===== src/rtl/generational_handle_allocator_defines.svh =====
// Assertion macros shared by the handle allocator RTL.
`ifndef GENERATIONAL_HANDLE_ALLOCATOR_DEFINES_SVH
`define GENERATIONAL_HANDLE_ALLOCATOR_DEFINES_SVH

`ifndef SYNTH
// Condition must hold at every clock edge out of reset.
`define GHA_ASSERT_NOW(lbl, cond, msg) \
  lbl: assert property (@(posedge clk) disable iff (!rst_n) (cond)) else $error(msg);
// Antecedent at one edge implies consequent at the next edge.
`define GHA_ASSERT_NEXT(lbl, ante, cons, msg) \
  lbl: assert property (@(posedge clk) disable iff (!rst_n) (ante) |=> (cons)) else $error(msg);
`else
`define GHA_ASSERT_NOW(lbl, cond, msg)
`define GHA_ASSERT_NEXT(lbl, ante, cons, msg)
`endif

`endif


===== src/rtl/ghal_pkg.sv =====
// Shared types and constants of the handle allocator.
`timescale 1ns / 1ps
`default_nettype none
package ghal_pkg;

  localparam int CFG_W = 10;
  localparam logic [CFG_W-1:0] CFG_RESET = 10'd64;

  typedef enum logic [1:0] {
    CMD_CREATE  = 2'd0,
    CMD_DESTROY = 2'd1,
    CMD_QUERY   = 2'd2
  } cmd_e_t;

  typedef enum logic [1:0] {
    ST_OK         = 2'd0,
    ST_NO_INDEX   = 2'd1,
    ST_UNISSUED   = 2'd2,
    ST_QUEUE_FULL = 2'd3
  } status_t;

  typedef enum logic [2:0] {
    RES_CODE,       // status code only, other fields zero
    RES_FRESH,      // newly issued index, generation zero
    RES_REUSE,      // index popped from the free queue
    RES_DESTROYED,  // destroy done
    RES_QUERY       // alive compare
  } res_sel_t;

  typedef struct packed {
    logic     latch_in;
    logic     pop_q;
    logic     alloc_fresh;
    logic     rd_gen_hidx;
    logic     rd_gen_q;
    logic     commit_destroy;
    logic     set_res;
    res_sel_t res_sel;
    status_t  res_code;
    logic     load_out;
  } ghal_cmd_t;

  typedef struct packed {
    logic [1:0] cmd;
    logic       can_reuse;
    logic       can_fresh;
    logic       issued;
    logic       q_full;
  } ghal_stat_t;

endpackage
`default_nettype wire


===== src/rtl/ghal_ctrl.sv =====
// Allocator controller: sequences each transaction and owns the handshakes.
`timescale 1ns / 1ps
`default_nettype none
`include "generational_handle_allocator_defines.svh"
module ghal_ctrl
  import ghal_pkg::*;
(
  input  wire logic       clk,
  input  wire logic       rst_n,
  input  wire logic       in_valid,
  output logic            in_stall,
  output logic            out_valid,
  input  wire logic       out_stall,
  input  wire ghal_stat_t stat,
  output ghal_cmd_t       cmd
);

  typedef enum logic [2:0] {
    S_IDLE,
    S_DECIDE,
    S_Q_WAIT,
    S_G_WAIT,
    S_RESULT
  } state_t;

  state_t state_r, state_nxt;
  logic   out_valid_r;

  assign in_stall  = (state_r != S_IDLE);
  assign out_valid = out_valid_r;

  always_comb begin
    cmd          = '0;
    cmd.res_sel  = RES_CODE;
    cmd.res_code = ST_OK;
    state_nxt    = state_r;
    unique case (state_r)
      S_IDLE: begin
        cmd.latch_in = in_valid;
        if (in_valid) begin
          state_nxt = S_DECIDE;
        end
      end
      S_DECIDE: begin
        state_nxt = S_RESULT;
        unique case (stat.cmd)
          CMD_CREATE: begin
            if (stat.can_reuse) begin
              cmd.pop_q = 1'b1;
              state_nxt = S_Q_WAIT;
            end else if (stat.can_fresh) begin
              cmd.alloc_fresh = 1'b1;
              cmd.set_res     = 1'b1;
              cmd.res_sel     = RES_FRESH;
            end else begin
              cmd.set_res  = 1'b1;
              cmd.res_code = ST_NO_INDEX;
            end
          end
          CMD_DESTROY: begin
            if (!stat.issued) begin
              cmd.set_res  = 1'b1;
              cmd.res_code = ST_UNISSUED;
            end else if (stat.q_full) begin
              cmd.set_res  = 1'b1;
              cmd.res_code = ST_QUEUE_FULL;
            end else begin
              cmd.rd_gen_hidx = 1'b1;
              state_nxt       = S_G_WAIT;
            end
          end
          CMD_QUERY: begin
            if (!stat.issued) begin
              cmd.set_res  = 1'b1;
              cmd.res_code = ST_UNISSUED;
            end else begin
              cmd.rd_gen_hidx = 1'b1;
              state_nxt       = S_G_WAIT;
            end
          end
          default: begin
            cmd.set_res = 1'b1;
          end
        endcase
      end
      S_Q_WAIT: begin
        cmd.rd_gen_q = 1'b1;
        state_nxt    = S_G_WAIT;
      end
      S_G_WAIT: begin
        cmd.set_res = 1'b1;
        state_nxt   = S_RESULT;
        unique case (stat.cmd)
          CMD_CREATE: cmd.res_sel = RES_REUSE;
          CMD_DESTROY: begin
            cmd.res_sel        = RES_DESTROYED;
            cmd.commit_destroy = 1'b1;
          end
          default: cmd.res_sel = RES_QUERY;
        endcase
      end
      S_RESULT: begin
        cmd.load_out = !out_valid_r || !out_stall;
        if (cmd.load_out) begin
          state_nxt = S_IDLE;
        end
      end
      default: state_nxt = S_IDLE;
    endcase
  end

  always_ff @(posedge clk) begin
    if (!rst_n) begin
      state_r     <= S_IDLE;
      out_valid_r <= 1'b0;
    end else begin
      state_r <= state_nxt;
      if (cmd.load_out) begin
        out_valid_r <= 1'b1;
      end else if (!out_stall) begin
        out_valid_r <= 1'b0;
      end
    end
  end

  `GHA_ASSERT_NEXT(a_gwait_to_result, state_r == S_G_WAIT, state_r == S_RESULT, "generation read not followed by result")
  `GHA_ASSERT_NEXT(a_load_sets_valid, cmd.load_out, out_valid_r && (state_r == S_IDLE), "result load did not present output")
  `GHA_ASSERT_NOW(a_no_overwrite, !(cmd.load_out && out_valid_r && out_stall), "pending result overwritten")

endmodule
`default_nettype wire


===== config.mk =====
export PLATFORM = sky130hd
export DESIGN_NAME = ghal_ctrl
export DESIGN_NICKNAME = d
export VERILOG_FILES = /design/src/rtl/ghal_pkg.sv /design/src/rtl/ghal_ctrl.sv
export VERILOG_INCLUDE_DIRS = /design/src /design/src/rtl
export SDC_FILE = /design/constraint.sdc
export NUM_CORES = 1
export LEC_CHECK = 0
export ABC_AREA = 1
export BUFFER_PORTS_ARGS = -buffer_cell sky130_fd_sc_hd__buf_2
export CAP_MARGIN = 20
export CORE_MARGIN = 2
export CORE_UTILIZATION = 25
export CTS_BUF_LIST = sky130_fd_sc_hd__clkbuf_8
export CTS_CLUSTER_DIAMETER = 40
export DETAILED_ROUTE_END_ITERATION = 8
export GPL_TIMING_DRIVEN = 0
export PLACE_DENSITY = 0.61
export REMOVE_ABC_BUFFERS = 1
export SETUP_SLACK_MARGIN = 0.4
export SLEW_MARGIN = 20
export SYNTH_ARGS = -nofsm -noshare
export SYNTH_HDL_FRONTEND = slang
export SYNTH_SLANG_ARGS = --single-unit

===== constraint.sdc =====
create_clock -name clk -period 1.6 [get_ports clk]
set_input_delay 0.32 -clock clk [delete_from_list [all_inputs] [get_ports clk]]
set_output_delay 0.32 -clock clk [all_outputs]
set_load 0.1 [all_outputs]

==> metrics.txt <==
internal power=~0.43 mW; clock sink total=4; total routing resource utilization after global routing=0.129; number of vias per cell after detailed routing=between 4 and 5; Max stage delay cell, worst path=dfxtp_4; category of the worst setup path capture point=primary output; Static Leakage=0.502 nW; PD cells=656 mW/mm2; signal arrival time at the worst endpoint=about 1300 ps; length in cells of the worst reg-to-reg path=8; number of distinct library cells after synthesis=20; clock transition time at the flip-flop clock pins of the worst setup and hold paths=~30 ps; clock buffer depth=2; Layout fillers=163; number of nets with antenna violations after routing=0; vias in the first global route=577; hold-fix buffer count after cts=0; clock insertion delay at the later pin of the skew report=210 ps; GRT overflow=0; row cnt=16; CTS root buf=clkbuf_8; final WL=1700 um; width of the die=48.5 um; initial core utilization=0.257; wire per inst=12.2 um; via total after detailed routing=601; finished layout cell area=0.00118 mm2; global placement routability congestion=0.739; outcome=complete, but fails checks; setup ws final=-12.6 ps; cts bufs inserted=3; first-pass iteration count of the detailed router=1; depth of the worst hold-timing path=3; Worst Tran Pin Value=279 ps; number of top-level pins=25; post-route DRC violation count=0; share of total power in the clock network=0.267; Rel. slew slack=0.816; sequential standard cell area=88.8 um2; Die Ht=48.5 um; Iteration-0 DRC Markers=0; delay of the slowest critical-path stage=between 300 and 400 ps; layout cell share with drive strength beyond 1=0.696; post-synthesis instance total=78; core region area=0.00192 mm2; class of the most critical hold timing path=in -> reg; Peak VDD IR=0.477 mV; Netlist Area Pre-Place=between 400 and 500 um2; TritonCTS clock tree=built; post-layout util=0.614; area added between synthesis and finish=139%; Avg Inst Size Synth=roughly 6.3 um2; final worst clock skew=0.834 ps; Switch Pwr=0.340 mW; series of cell instances along the critical path=inv_4 > nand2_8 > nor3_4 > inv_2 > a21oi_4 > buf_12; failing checks=negative setup slack; Tmin final=1610 ps; highest net fanout along the worst path=4; Seq pwr share=0.151; post-detailed-placement cell area=648 um2; half-perimeter wire length after detailed placement=slightly above 900 um; maximum number of pins on one net before global-route repair=7; Final setup violation count=2; flops & latches, synth=4; RSZ-0062 raised after global routing=true; critical setup path kind=reg -> out; area used by multi-input combinational logic=509 um2; warning count from the yosys run=0; antenna diode count=0; Port Buffer Count=24; number of maximum-capacitance constraint violations=0; sequential-to-total area share from yosys stat=0.162; proportion of power drawn by combinational gates=0.582; wire length of the first global-routing pass=2370 um; total count of max-transition violations in the final report=0; data required time of the critical path=about 1300 ps; Sw Ratio=0.439; Die Area=0.00235 mm2; highest clock frequency the design can meet=around 0.62 GHz; total count of hold-check failures in the final report=0; initial antenna violation count=0; post-route clock period utilization=1.01; CTS H-tree lvls=1; Setup crit start kind=flop; fin nets=around 130
## area by class of cell
| cell class | instances | share of cell area |
|---|---|---|
| Sequential cell | 4 | 0.0753 |
| Inverter | 19 | 0.0859 |
| Clock buffer | 3 | 0.0350 |
| Multi-Input combinational cell | 55 | 0.432 |
| Tap cell | 27 | 0.0286 |
| Timing Repair Buffer | 31 | 0.344 |
## cell usage in the layout (no fill, tap or decap), drive strengths merged
master / count
buf: 31
nor2: 14
ha: 5
o22ai: 1
nor3b: 1
a21oi: 4
o21ai: 1
inv: 18
dfxtp: 4
nor3: 3
nand2: 21
nand3: 5
clkbuf: 3
clkinv: 1
## synthesized netlist by cell type
cell type,instances,area share
nand2_1,18,0.14
inv_1,14,0.11
nor2_1,12,0.091
ha_1,5,0.13
nand3_1,5,0.051
dfxtp_1,4,0.16
a21oi_1,3,0.030
inv_2,3,0.023
inv_4,2,0.025
nor3_1,2,0.020
a21oi_2,1,0.018
nand2_2,1,0.013
nand2_4,1,0.023
nand2_8,1,0.041
nor2_2,1,0.013
nor2_8,1,0.041
nor3_4,1,0.033
nor3b_2,1,0.025
o21ai_1,1,0.010
o22ai_1,1,0.013
## cells by family (layout without fill, tap and decap cells)
family	after synthesis	after routing	share of synthesized area
adders and majority gates	5	5	0.127
DFF	4	4	0.162
and+or+nand+nor	44	44	0.486
AOI/OAI and AO/OA	6	6	0.0709
buffers and inverters	19	53	0.154
## repair_timing
item	4_1_cts	5_1_grt
setup endpoints to repair	15	16
gates cloned	0	0
pin swaps	3	9
setup buffers	3	4
gates resized for setup	81	41
## per-stage QoR
stage / hold WS [ps] / power, mW / std cells / setup TNS, ps / setup slack (ps)
6_report: 304 / 0.775 / 139 / -15.4 / -12.6
5_1_grt: 321 / 0.811 / 139 / -149 / -63.6
4_1_cts: 301 / 0.720 / 135 / -2.73 / -2.73
3_5_place_dp: 481 / 0.404 / 129 / -1820 / -302
3_3_place_gp: 468 / 0.402 / 129 / -1750 / -280
2_1_floorplan: 418 / 0.357 / 78 / -9870 / -1410
## final timing paths
| kind | from | endpoint | slack [ps] |
|---|---|---|---|
| worst min register to register | out_valid | out_valid | 490 |
| worst max-delay path | state_r[1] | cmd[1] | -10 |
| worst max register to register | state_r[1] | state_r[0] | 430 |
| worst min-delay path | rst_n | state_r[2] | 300 |
## power groups by stage
stage | logic, mW | registers (mW) | clock network, mW
4_1_cts | 0.389 | 0.117 | 0.213
6_report | 0.451 | 0.117 | 0.207
5_1_grt | 0.473 | 0.118 | 0.221
3_5_place_dp | 0.289 | 0.115 | 0
3_3_place_gp | 0.288 | 0.115 | 0
2_1_floorplan | 0.235 | 0.121 | 0
## routing by layer
layer / GRT usage / part of all wire / vias to the layer above
met4: 0.0667 / 0.045 / 0
met2: 0.238 / 0.57 / 21
met5: 0 / 0 / -
met1: 0.141 / 0.34 / 268
met3: 0.0185 / 0.045 / 8
li1: - / - / 304
## critical path, delay by kind of cell (launching register included)
family	cells	cell delay (ps)
simple gates	2	220
compound gates	1	140
buf+inv	3	360
flops	1	360
## flip-flops by register name, indices dropped and copies added (netlist names)
register	flops
state_r	3
out_valid	1
(Power assumes the default switching activity.)
